--- src/rtl/ecf_pkg.sv ---
// Package for the eased color fade core: sequencer states, register indexes
// and fixed widths of the configuration port and color fields.
// No dependencies.
package ecf_pkg;

  // Configuration port geometry
  localparam int unsigned CFG_IDX_W  = 2;
  localparam int unsigned CFG_DATA_W = 32;
  localparam int unsigned STEP_W     = 16;
  localparam int unsigned COLOR_W    = 32;
  localparam int unsigned FRAC_OUT_W = 17;

  // Register indexes on the configuration port
  localparam logic [CFG_IDX_W-1:0] REG_PHASE_STEP  = 2'd0;
  localparam logic [CFG_IDX_W-1:0] REG_START_COLOR = 2'd1;
  localparam logic [CFG_IDX_W-1:0] REG_END_COLOR   = 2'd2;

  // Reset value of the phase step (about 1/100 of the fade per tick)
  localparam logic [STEP_W-1:0] PHASE_STEP_RST = 16'd655;

  // Sequencer states
  typedef enum logic [3:0] {
    S_IDLE,
    S_PREP,
    S_MUL,
    S_RAD,
    S_SQRT,
    S_EASE,
    S_BLEND,
    S_MIX,
    S_OUT
  } state_e;

endpackage

--- src/rtl/eased_color_fade_core.sv ---
// Eased RGBA color fade: per-tick phase update, ease-in-out circular curve
// and four channel blends, all computed bit-serially by one sequencer.
// Depends on ecf_pkg.
//
//  channel | handshake                  | payload
//  --------+----------------------------+---------------------------------------
//  tick in | in_valid_i / in_stall_o    | restart_i
//  result  | out_valid_o / out_stall_i  | color_o, eased_fraction_o, running_o,
//          |                            | done_res_o
//  config  | cfg_we_i (no wait)         | cfg_idx_i, cfg_wdata_i
//
// A tick of a running fade runs the shift-add square of the curve input, the
// two-bit-per-cycle square root and the serial blend multiply one after the
// other on a single sequencer, and the next tick is taken in the same cycle
// as the result appears. Idle ticks and the finishing tick skip these steps
// and go from accept straight to the output state, which loads the output
// register. One tick is in work at a time; the result sits in an output
// register, and the next tick is taken while it waits. Reset is asynchronous
// and active low and needs no clearing pass. A stalled result only holds the
// sequencer in its last state.
module eased_color_fade_core
  import ecf_pkg::*;
#(
  parameter int unsigned FRAC_BITS = 16
) (
  input  logic                  clk_i,
  input  logic                  rst_ni,
  // Configuration write port
  input  logic                  cfg_we_i,
  input  logic [CFG_IDX_W-1:0]  cfg_idx_i,
  input  logic [CFG_DATA_W-1:0] cfg_wdata_i,
  // Tick channel
  input  logic                  in_valid_i,
  output logic                  in_stall_o,
  input  logic                  restart_i,
  // Result channel
  output logic                  out_valid_o,
  input  logic                  out_stall_i,
  output logic [COLOR_W-1:0]    color_o,
  output logic [FRAC_OUT_W-1:0] eased_fraction_o,
  output logic                  running_o,
  output logic                  done_res_o
);

  // Widths that follow from the fraction size
  localparam int unsigned F     = FRAC_BITS;
  localparam int unsigned PW    = ((F > 16) ? F : 16) + 2;   // phase
  localparam int unsigned XW    = PW + 1;                    // doubled phase
  localparam int unsigned DW    = ((F + 1) > 17) ? (F + 1) : 17; // curve distance
  localparam int unsigned PRW   = 2 * DW;                    // square
  localparam int unsigned SQW   = PRW - F;                   // scaled square
  localparam int unsigned EW    = F + 1;                     // eased weight
  localparam int unsigned RADW  = 2 * F + 2;                 // radicand
  localparam int unsigned REMW  = F + 4;                     // root remainder
  localparam int unsigned ACCW  = F + 10;                    // blend product
  localparam int unsigned CW    = $clog2(DW);

  localparam logic [PW-1:0]  ONE_P  = {{(PW-1){1'b0}}, 1'b1} << F;
  localparam logic [XW-1:0]  ONE_X  = {{(XW-1){1'b0}}, 1'b1} << F;
  localparam logic [XW-1:0]  TWO_X  = {{(XW-1){1'b0}}, 1'b1} << (F + 1);
  localparam logic [SQW-1:0] ONE_SQ = {{(SQW-1){1'b0}}, 1'b1} << F;
  localparam logic [EW-1:0]  ONE_R  = {1'b1, {F{1'b0}}};
  localparam logic [EW:0]    ONE_E  = {2'b01, {F{1'b0}}};

  // Configuration registers
  logic [STEP_W-1:0]  phase_step_q;
  logic [COLOR_W-1:0] start_color_q, end_color_q;

  // Fade state
  state_e             state_q, state_d;
  logic [PW-1:0]      phase_q, phase_d;
  logic               fading_q, fading_d;
  logic [COLOR_W-1:0] shown_color_q, shown_color_d;
  logic [EW-1:0]      blend_weight_q, blend_weight_d;
  logic               done_q, done_d;

  // Serial datapath
  logic               lower_q, lower_d;
  logic [CW-1:0]      cnt_q, cnt_d;
  logic [DW-1:0]      mcand_q, mcand_d;
  logic [DW-1:0]      mplier_q, mplier_d;
  logic [PRW-1:0]     prod_q, prod_d;
  logic [RADW-1:0]    radicand_q, radicand_d;
  logic [REMW-1:0]    rem_q, rem_d;
  logic [EW-1:0]      root_q, root_d;
  logic [EW-1:0]      eshift_q, eshift_d;
  logic signed [ACCW-1:0] acc_q [4];
  logic signed [ACCW-1:0] acc_d [4];

  // Output register
  logic                  out_valid_q, out_valid_d;
  logic [COLOR_W-1:0]    color_q, color_d;
  logic [FRAC_OUT_W-1:0] frac_q, frac_d;
  logic                  running_q, running_d;
  logic                  done_res_q, done_res_d;

  // Combinational helpers
  logic              fade_now;
  logic [PW-1:0]     phase_now;
  logic [XW-1:0]     x_w;
  logic              lower_w;
  logic [XW-1:0]     dfull_w;
  logic [DW:0]       msum_w;
  logic [SQW-1:0]    sq_w;
  logic [EW-1:0]     rad_w;
  logic [REMW-1:0]   rem_sh_w;
  logic [REMW-1:0]   trial_w;
  logic [EW:0]       esum_w;
  logic signed [8:0] diff_w [4];
  logic signed [ACCW-1:0] shifted_w [4];
  logic [COLOR_W-1:0] mix_w;

  // A restart clears the phase and starts the fade within the same tick
  assign fade_now  = restart_i | fading_q;
  assign phase_now = restart_i ? '0 : phase_q;

  // Curve input: distance of the doubled phase from the nearer end
  assign x_w     = {phase_q, 1'b0};
  assign lower_w = (x_w < ONE_X);
  always_comb begin
    if (lower_w) begin
      dfull_w = x_w;
    end else if (x_w >= TWO_X) begin
      dfull_w = x_w - TWO_X;
    end else begin
      dfull_w = TWO_X - x_w;
    end
  end

  // One shift-add step of the square
  assign msum_w = {1'b0, prod_q[PRW-1:DW]} + {1'b0, (mplier_q[0] ? mcand_q : '0)};

  // Radicand of the circle, clamped at zero
  assign sq_w  = prod_q[PRW-1:F];
  assign rad_w = (sq_w >= ONE_SQ) ? '0 : EW'(ONE_SQ - sq_w);

  // One digit of the restoring square root
  assign rem_sh_w = {rem_q[REMW-3:0], radicand_q[RADW-1 -: 2]};
  assign trial_w  = {1'b0, root_q, 2'b01};

  // Eased weight from the root, halved toward zero
  assign esum_w = lower_q ? (ONE_E - {1'b0, root_q}) : (ONE_E + {1'b0, root_q});

  // Per-channel difference and final blend
  always_comb begin
    for (int k = 0; k < 4; k++) begin
      diff_w[k]    = $signed({1'b0, end_color_q[8*k +: 8]})
                   - $signed({1'b0, start_color_q[8*k +: 8]});
      shifted_w[k] = acc_q[k] >>> F;
      mix_w[8*k +: 8] = start_color_q[8*k +: 8] + shifted_w[k][7:0];
    end
  end

  // Sequencer: next state and datapath updates
  always_comb begin
    state_d        = state_q;
    phase_d        = phase_q;
    fading_d       = fading_q;
    shown_color_d  = shown_color_q;
    blend_weight_d = blend_weight_q;
    done_d         = done_q;
    lower_d        = lower_q;
    cnt_d          = cnt_q;
    mcand_d        = mcand_q;
    mplier_d       = mplier_q;
    prod_d         = prod_q;
    radicand_d     = radicand_q;
    rem_d          = rem_q;
    root_d         = root_q;
    eshift_d       = eshift_q;
    for (int k = 0; k < 4; k++) begin
      acc_d[k] = acc_q[k];
    end
    out_valid_d = out_valid_q & out_stall_i;
    color_d     = color_q;
    frac_d      = frac_q;
    running_d   = running_q;
    done_res_d  = done_res_q;

    case (state_q)
      S_IDLE: begin
        if (in_valid_i) begin
          done_d = 1'b0;
          if (!fade_now) begin
            blend_weight_d = '0;
            state_d        = S_OUT;
          end else if (phase_now > ONE_P) begin
            // Fade has passed its end: snap to the end color
            shown_color_d  = end_color_q;
            blend_weight_d = '0;
            phase_d        = '0;
            fading_d       = 1'b0;
            done_d         = 1'b1;
            state_d        = S_OUT;
          end else begin
            phase_d  = phase_now + PW'(phase_step_q);
            fading_d = 1'b1;
            state_d  = S_PREP;
          end
        end
      end
      S_PREP: begin
        lower_d  = lower_w;
        mcand_d  = DW'(dfull_w);
        mplier_d = DW'(dfull_w);
        prod_d   = '0;
        cnt_d    = CW'(DW - 1);
        state_d  = S_MUL;
      end
      S_MUL: begin
        prod_d   = {msum_w, prod_q[DW-1:1]};
        mplier_d = mplier_q >> 1;
        cnt_d    = cnt_q - 1'b1;
        if (cnt_q == '0) begin
          state_d = S_RAD;
        end
      end
      S_RAD: begin
        radicand_d = {1'b0, rad_w, {F{1'b0}}};
        rem_d      = '0;
        root_d     = '0;
        cnt_d      = CW'(F);
        state_d    = S_SQRT;
      end
      S_SQRT: begin
        if (rem_sh_w >= trial_w) begin
          rem_d  = rem_sh_w - trial_w;
          root_d = {root_q[EW-2:0], 1'b1};
        end else begin
          rem_d  = rem_sh_w;
          root_d = {root_q[EW-2:0], 1'b0};
        end
        radicand_d = radicand_q << 2;
        cnt_d      = cnt_q - 1'b1;
        if (cnt_q == '0) begin
          state_d = S_EASE;
        end
      end
      S_EASE: begin
        blend_weight_d = esum_w[EW:1];
        eshift_d       = esum_w[EW:1];
        for (int k = 0; k < 4; k++) begin
          acc_d[k] = '0;
        end
        cnt_d   = CW'(F);
        state_d = S_BLEND;
      end
      S_BLEND: begin
        // Weight bits enter most significant first
        for (int k = 0; k < 4; k++) begin
          acc_d[k] = (acc_q[k] <<< 1) + (eshift_q[EW-1] ? ACCW'(diff_w[k]) : '0);
        end
        eshift_d = eshift_q << 1;
        cnt_d    = cnt_q - 1'b1;
        if (cnt_q == '0) begin
          state_d = S_MIX;
        end
      end
      S_MIX: begin
        shown_color_d = mix_w;
        state_d       = S_OUT;
      end
      S_OUT: begin
        if (!out_valid_q || !out_stall_i) begin
          out_valid_d = 1'b1;
          color_d     = shown_color_q;
          frac_d      = FRAC_OUT_W'(blend_weight_q);
          running_d   = fading_q;
          done_res_d  = done_q;
          state_d     = S_IDLE;
        end
      end
      default: begin
        state_d = S_IDLE;
      end
    endcase
  end

  // Control and fade state registers
  always_ff @(posedge clk_i or negedge rst_ni) begin
    if (!rst_ni) begin
      state_q        <= S_IDLE;
      phase_q        <= '0;
      fading_q       <= 1'b0;
      shown_color_q  <= '0;
      blend_weight_q <= '0;
      done_q         <= 1'b0;
      out_valid_q    <= 1'b0;
      phase_step_q   <= PHASE_STEP_RST;
      start_color_q  <= '0;
      end_color_q    <= '0;
    end else begin
      state_q        <= state_d;
      phase_q        <= phase_d;
      fading_q       <= fading_d;
      shown_color_q  <= shown_color_d;
      blend_weight_q <= blend_weight_d;
      done_q         <= done_d;
      out_valid_q    <= out_valid_d;
      if (cfg_we_i) begin
        case (cfg_idx_i)
          REG_PHASE_STEP:  phase_step_q  <= cfg_wdata_i[STEP_W-1:0];
          REG_START_COLOR: start_color_q <= cfg_wdata_i[COLOR_W-1:0];
          REG_END_COLOR:   end_color_q   <= cfg_wdata_i[COLOR_W-1:0];
          default: ;
        endcase
      end
    end
  end

  // Datapath and result payload registers
  always_ff @(posedge clk_i) begin
    lower_q    <= lower_d;
    cnt_q      <= cnt_d;
    mcand_q    <= mcand_d;
    mplier_q   <= mplier_d;
    prod_q     <= prod_d;
    radicand_q <= radicand_d;
    rem_q      <= rem_d;
    root_q     <= root_d;
    eshift_q   <= eshift_d;
    for (int k = 0; k < 4; k++) begin
      acc_q[k] <= acc_d[k];
    end
    color_q    <= color_d;
    frac_q     <= frac_d;
    running_q  <= running_d;
    done_res_q <= done_res_d;
  end

  assign in_stall_o       = (state_q != S_IDLE);
  assign out_valid_o      = out_valid_q;
  assign color_o          = color_q;
  assign eased_fraction_o = frac_q;
  assign running_o        = running_q;
  assign done_res_o       = done_res_q;

  // A finishing beat reports a stopped fade with zero weight.
  assert property (@(posedge clk_i) disable iff (!rst_ni)
    out_valid_o && done_res_o |-> !running_o && (eased_fraction_o == '0))
    else $error("finishing beat shows a running fade or a nonzero weight");

  // The phase is cleared whenever no fade is running.
  assert property (@(posedge clk_i) disable iff (!rst_ni)
    !fading_q |-> (phase_q == '0))
    else $error("phase left nonzero while idle");

  // All multiplier bits are consumed when the square is complete.
  assert property (@(posedge clk_i) disable iff (!rst_ni)
    (state_q == S_RAD) |-> (mplier_q == '0))
    else $error("square finished with multiplier bits left");

  // The square root never exceeds one.
  assert property (@(posedge clk_i) disable iff (!rst_ni)
    (state_q == S_EASE) |-> (root_q <= ONE_R))
    else $error("square root above one");

  // An accepted tick makes the block busy in the following cycle.
  assert property (@(posedge clk_i) disable iff (!rst_ni)
    in_valid_i && !in_stall_o |=> in_stall_o)
    else $error("tick accepted without the sequencer leaving idle");

endmodule
--- config.mk ---
export PLATFORM = sky130hd
export DESIGN_NAME = eased_color_fade_core
export DESIGN_NICKNAME = d
export VERILOG_FILES = /design/src/rtl/ecf_pkg.sv /design/src/rtl/eased_color_fade_core.sv
export SDC_FILE = /design/constraint.sdc
export NUM_CORES = 1
export LEC_CHECK = 0
export BUFFER_PORTS_ARGS = -buffer_cell sky130_fd_sc_hd__buf_2
export CORE_MARGIN = 2
export CORE_UTILIZATION = 60
export CTS_CLUSTER_SIZE = 30
export DETAILED_ROUTE_END_ITERATION = 8
export PLACE_DENSITY = 0.83
export SKIP_LAST_GASP = 1
export SYNTH_ARGS = -nofsm -noshare
export SYNTH_HDL_FRONTEND = slang
export SYNTH_SLANG_ARGS = --single-unit
--- constraint.sdc ---
create_clock -name clk_i -period 7 [get_ports clk_i]
set_input_delay 0.35 -clock clk_i [delete_from_list [all_inputs] [get_ports clk_i]]
set_output_delay 0.35 -clock clk_i [all_outputs]
set_load 0.01 [all_outputs]
==> flow_summary.toml, run 1 <==
[yosys]
yosys-top-cells-area = "edfxtp_1 31%, dfrtp_1 14%, ha_1 9.9%, nor2_1 4.3%, mux2_2 3.5%"
post-synth-top-area-cell = "edfxtp_1"
syn_avg_cell_area_um2 = 10.2
ys_warn_count = 0
syn_nets = 2823
synth_edf_count = 274
synth_area_um2 = 26200
netlist_instances = 2561
ys_ff_latch = 428
synthArstFlopShare_pct = 36.0
synthFlopType = "edfxtp_1"
ys_types = 78
ys_seq_area_share_pct = 46.1
yosys.area.top_type_share_pct = 31.4

[detailed_routing]
vias = 20163
drt_wl_total_um = 61300
vias_per_cell = 6.16
ant_nets = 0
drt-wirelength-per-cell_um = 18.7
first_iter_violations = 1619
firstDrtPassIters = 6
drc_errors = 0

[clocking]
clockRootBuffer = "clkbuf_16"
clockBufferDepth = 3
cts_tree = "built"
htreeDepth = 2
numCtsBuffers = 45
clkTransAtPathRegs_ns = 0.06
worstSkewPairLatency_ns = 0.58
clock_sinks = 428
post_cts_buffers = 0

[power]
ir_drop_uv = 213
pwr-share-seq_pct = 33.1
internal_power_mw = 7.59
clkPwrFrac_pct = 19.8
combPwrFrac_pct = 47.1
totalPowerFinal_mw = 12.7
switching_power_mw = 5.10
p_leak_nw = 12.1
p_per_area_nw_per_um2 = 439
swShare_pct = 40.2

[setup_path]
cp.required_ns = 7.34
crit_path_end_kind = "register"
critPathSlowestCell = "a2111oi_0"
path_max_fanout = 6
path_buf_inv = 1
critical-path-max-stage-delay_ns = 0.60
path_common_cell = "a21oi_1"
critPathKind = "reg -> reg"
cp.arrival_ns = 4.57
crit_family = "compound AO/OA/AOI/OAI gates"
crit_chain = "inv_1 -> ha_1 -> nor2b_1 -> o21ai_0 -> a21oi_1 -> o21ai_0 -> a21oi_1 -> xor2_1 -> and2_1 -> ha_1 -> a21oi_1 -> o21ai_0 -> a211oi_1 -> a21oi_1 -> a2111oi_0 -> or4_1 -> nand2_1"
startpoint_type = "register"

[finish]
final_common_cell = "nor2_1"
syn_to_final_growth_pct = 10.3
final_area_um2 = 28900
nets = 2914
num-fill-cells = 3207
layout_common_cells = "300 x nor2_1, 274 x edfxtp_1, 208 x ha_1, 175 x a21oi_1, 154 x nand2_1"
final_layout_size_suffix_gt1_share_pct = 11.8

[floorplan]
num_io_pins = 93
die_h_um = 213
core_area_um2 = 43100
rows = 76
fp.dieW_um = 213
initial_core_util_pct = 60.8
die_area_um2 = 45400

[status]
outcome = "finished clean"

[global_routing]
antenna_found_initial = 1
grt_usage_pct = 27.6
grt_overflow = 0
grt_pass1_vias = 20174
grt_max_degree = 95
grt_pass1_wl_um = 100000

[sta]
fin_skew_ns = 0.00830
worst_hold_slack_ns = 0.0158
tns_ns = 0
rsz0062_at_grt = "false"
fin_crit_sh_pct = 60.4
slew_headroom_pct = 27.3
final_hold_viol_count = 0
tightestPinTransition_ns = 1.08
fin_crit_ns = 4.23
setup_viol_count_final = 0
slew_viol_final = 0
fmax_mhz = 237

[job]
drv_cap = 0

[worst_hold_path]
min_path_type = "in -> reg"

[placed_design]
place_area_um2 = 27400
gp_congestion = 0.925
hpwl_um = 43800
io_buffers = 92
## logic make-up after synthesis
family                   after synthesis  synth area share (%)
AND/OR/NAND/NOR                      825                  15.1
multiplexers                         106                  4.44
adder cells (fa/ha/maj)              222                  11.0
XOR/XNOR                             165                  5.51
buffers and inverters                205                  3.01
AO/OA/AOI/OAI                        610                  14.8
flip-flops                           428                  46.1
## worst paths after layout
check,startpoint,end,slack [ns],cells after the start
worst max register to register,start_color_q[25]$_DFFE_PN0P_,acc_q[3][18]$_SDFFCE_PN0N_,2.77,17
worst min-delay path,cfg_wdata_i[22],start_color_q[22]$_DFFE_PN0P_,0.02,2
min in group asynchronous,rst_ni,start_color_q[26]$_DFFE_PN0P_,0.40,2
max in group asynchronous,rst_ni,end_color_q[23]$_DFFE_PN0P_,5.16,3
worst max-delay path,start_color_q[25]$_DFFE_PN0P_,acc_q[3][18]$_SDFFCE_PN0N_,2.77,17
worst min register to register,shown_color_q[25]$_DFFE_PN0P_,color_o[25]$_DFFE_PP_,0.45,0
## power groups by stage
stage               logic [mW]  clock network, mW  registers (mW)
global route              6.67               2.63            4.27
CTS                       5.92               2.54            4.19
detailed placement        5.86                  0            4.22
finish                    5.98               2.51            4.20
global placement          5.61                  0            4.19
floorplan                 4.60                  0            4.08
## flip-flops by register name, summed over array words and instances, names as in the netlist, 32 cells and up
name	count
acc_q	96
color_o	32
end_color_q	32
shown_color_q	32
start_color_q	32
## cell usage after synthesis, types with 9 or more instances
cell	n
dfrtp_1	148
nand2_1	156
edfxtp_1	274
and2_1	41
a21o_1	53
a21oi_1	177
fa_1	14
inv_1	131
nand3_1	37
o21bai_1	17
ha_1	208
o211ai_1	17
nor2_1	302
o31ai_1	25
and3_1	27
a211oi_1	37
o41ai_1	9
a31oi_1	23
o22ai_1	9
xor2_1	70
nand2b_1	26
a21boi_0	9
mux2i_1	24
or3_1	17
clkbuf_1	57
nor3b_1	16
mux2_2	82
xnor2_1	95
o21a_1	20
a22o_1	11
o21ai_0	143
or2_2	15
nor2b_1	59
nor4_1	9
nor3_1	82
nand4_1	13
## cell type report
class	count	area, um^2	area share, %
Multi-Input combinational cell	1928	13400	46.3
Sequential cell	428	12100	41.8
Clock buffer	62	1270	4.40
Tap cell	585	732	2.53
Timing Repair Buffer	118	664	2.30
Inverter	131	492	1.70
Clock inverter	22	272	0.939
Antenna cell	1	2.50	0.00865
## per-layer routing
layer	up-vias	track usage, %	wire length (um)
li1	9511	-	-
met1	9780	35.7	25500
met2	717	46.5	29400
met3	155	4.62	4120
met4	0	10.7	2260
met5	-	0	0
## what timing repair did
item | 4_1_cts | 5_1_grt
hold buffers | 1 | 0
hold endpoints to repair | 87 | 0
resized for setup | 0 | 0
endpoints found under the setup margin | 0 | 0
## stage by stage
step           util, %  setup slack (ns)  cells
2_1_floorplan        -             0.696   2561
3_3_place_gp      63.5              3.00   3189
3_5_place_dp      63.5              2.88   3189
4_1_cts           67.1              2.84   3274
5_1_grt           67.1              2.41   3275
6_report          67.1              2.77   3275
Note: power is estimated with default switching activity, not from simulation.
==> inputs of run 2 (changes only) <==
Settings changed: ABC_AREA set to 1, CORE_UTILIZATION 60 to 58.
Clock period 7 ns to 3.38 ns, I/O delays scaled along.
==> run 2 against run 1 <==
The run now ends with negative setup slack left. Core utilization is 0.66 points higher. Count of clock-buffer cells in the layout is 3 higher. Maximum frequency is 23% higher. Area after synthesis is 9.0% higher. Critical path depth stayed put. Final cell count is 41% higher. Wire length is 22% higher. Global-route usage is 1.1 points higher. Critical path type unchanged. Synthesized cell count is 46% higher. Non-clock buffer count is 67 higher.
==> flow_summary.toml, run 2 <==
[sta]
slew_headroom_pct = 22.0
rsz0062_at_grt = "true"
fmax_mhz = 291
fin_crit_sh_pct = 102
fin_crit_ns = 3.44
slew_viol_final = 0
fin_ws_ns = -0.0579
tightestPinTransition_ns = 1.17
final_hold_viol_count = 0
fin_skew_ns = 0.0170
setup_viol_count_final = 1

[yosys]
yosys-top-cells-area = "edfxtp_1 29%, nand2_1 14%, dfrtp_1 13%, ha_1 9.1%, inv_1 6.3%"
yosysMostFrequentCell = "nand2_1"
ys_types = 47
yosys.area.top_type_share_pct = 28.8
ys_seq_area_share_pct = 42.3
synthArstFlopShare_pct = 36.0
ys_warn_count = 0
ys_ff_latch = 428
synth_common_cells = "1028 x nand2_1, 478 x inv_1, 427 x nor2_1, 293 x o21ai_0, 274 x edfxtp_1"
synthFlopType = "edfxtp_1"
synth_area_um2 = 28600
post-synth-top-area-cell = "edfxtp_1"
syn_avg_cell_area_um2 = 7.64
netlist_instances = 3741
syn_nets = 4003
synth_edf_count = 274

[global_routing]
grt_pass1_wl_um = 119000
antenna_found_initial = 0
grt_pass1_vias = 24560
grt_usage_pct = 28.7
grt_overflow = 0
grt_max_degree = 114

[status]
outcome = "finished, violations left"
violations = "negative setup slack"

[power]
p_per_area_nw_per_um2 = 919
totalPowerFinal_mw = 30.4
p_leak_nw = 15.4
ir_drop_uv = 474

[clocking]
cts_tree = "built"
clockRootBuffer = "clkbuf_16"
clock_sinks = 428
numCtsBuffers = 47
worstSkewPairLatency_ns = 0.59
clockBufferDepth = 3
clkTransAtPathRegs_ns = 0.06
htreeDepth = 2

[finish]
final_layout_size_suffix_gt1_share_pct = 12.2
top_register = "acc_q"
final_cells = 4611
num_antenna_cells = 0
largest_reg_flops = 96
layout_common_cells = "993 x nand2_1, 467 x inv_1, 389 x nor2_1, 274 x o21ai_0, 274 x edfxtp_1"
num-fill-cells = 3929
multi_input_area_um2 = 15400
final_common_cell = "nand2_1"
ff_latch_area_um2 = 12100
nets = 4170
final_area_um2 = 33100
syn_to_final_growth_pct = 15.7

[setup_path]
r2r-start = "start_color_q[8]$_DFFE_PN0P_"
r2r_slack_ns = -0.06
worstRegToRegCells = 17
crit_chain = "ha_1 -> fa_1 -> inv_1 -> nand3_1 -> nand2_2 -> nor2_1 -> nor3_1 -> ha_1 -> a21oi_2 -> o21ai_0 -> buf_4 -> nand2_1 -> nand2_2 -> nand2_1 -> nand2_1 -> o21ai_0 -> a21oi_1"
path_max_fanout = 6
path_common_cell = "nand2_1"
endpoint = "acc_q[1][11]$_SDFFCE_PN0N_"
setup.worst_path.start = "start_color_q[8]$_DFFE_PN0P_"
critPathSlowestCell = "dfrtp_1"
critical-path-max-stage-delay_ns = 0.43
startpoint_type = "register"
crit_path_end_kind = "register"
r2r_end = "acc_q[1][11]$_SDFFCE_PN0N_"
cp.required_ns = 3.70
critPathKind = "reg -> reg"
cp.arrival_ns = 3.75

[placed_design]
dp_slack_ns = -0.0279
place_area_um2 = 29900
placed_cells = 4466
gp_congestion = 0.978
hpwl_um = 53200
io_buffers = 92

[floorplan]
fp.dieW_um = 226
num_io_pins = 93
die_area_um2 = 51100
die_h_um = 226
rows = 81
initial_core_util_pct = 58.6
core_area_um2 = 48700

[detailed_routing]
drt-wirelength-per-cell_um = 16.2
firstDrtPassIters = 6
first_iter_violations = 2387
drc_errors = 0
vias = 25857
vias_per_cell = 5.61
ant_nets = 0
drt_wl_total_um = 74900

[job]
drv_cap = 0

[worst_hold_path]
min_path_type = "in -> async"
## run 2: area by class of cell
| class | instances | share of cell area (%) |
|---|---|---|
| Multi-Input combinational cell | 2751 | 46.6 |
| Clock buffer | 65 | 4.08 |
| Inverter | 494 | 5.66 |
| Clock inverter | 23 | 0.515 |
| Timing Repair Buffer | 185 | 4.07 |
| Sequential cell | 428 | 36.6 |
| Tap cell | 664 | 2.51 |
| Timing Repair inverter | 1 | 0.0227 |
## run 2: critical path: cells and delay by family, from the launching register on
kind            cells  cell delay, ns
flops               1            0.43
buf+inv             2            0.25
fa+ha+maj           3            0.97
simple gates        8            0.82
compound gates      4            0.68
## run 2: report_power, final
part / total (mW) / internal [mW] / switching [mW]
sequential: 9.13 / 7.97 / 1.16
clock: 5.08 / 2.89 / 2.20
combinational: 16.2 / 5.58 / 10.6
## run 2: kinds of logic (layout without fill, tap and decap cells)
logic type	count (synthesis)	count (layout)	synth area share, %
AOI/OAI and AO/OA	617	617	11.3
buffers and inverters	562	768	7.78
and+or+nand+nor	1852	1852	26.7
adders and majority gates	222	222	10.1
DFF	428	428	42.3
xor gates and xnor gates	60	60	1.84
## run 2: routing by layer
metal | routed length, um | vias up | global-route usage [%]
met5 | 0 | - | 0
met4 | 2610 | 0 | 10.6
met3 | 4660 | 195 | 3.55
met2 | 35900 | 882 | 49.4
met1 | 31800 | 12076 | 37.2
li1 | - | 12704 | -
## run 2: worst min path at each step
stage,endpoint,startpoint,cells past startpoint
after floorplan,blend_weight_q[0]$_DFFE_PN0P_,rst_ni,0
after global placement,phase_q[14]$_DFFE_PN0P_,rst_ni,1
after detailed placement,phase_q[14]$_DFFE_PN0P_,rst_ni,1
after CTS,phase_q[14]$_DFFE_PN0P_,rst_ni,2
after global routing,phase_q[14]$_DFFE_PN0P_,rst_ni,2
final,phase_q[14]$_DFFE_PN0P_,rst_ni,2
## run 2: timing repair
action / CTS / global route
cloned: 0 / 1
pin swaps: 0 / 25
setup buffers: 0 / 21
hold endpoints to repair: 147 / 0
setup endpoints to repair: 5 / 67
resized for setup: 2 / 251
hold buffers: 35 / 0
## run 2: stage by stage
step                util [%]  hold slack (ns)  TNS, ns
floorplan                  -           -0.127        0
global placement        61.3            0.200  -0.0448
detailed placement      61.3            0.196  -0.0862
CTS                     65.1            0.172  -0.0656
global route            67.8            0.202    -1.15
finish                  67.8            0.153  -0.0579
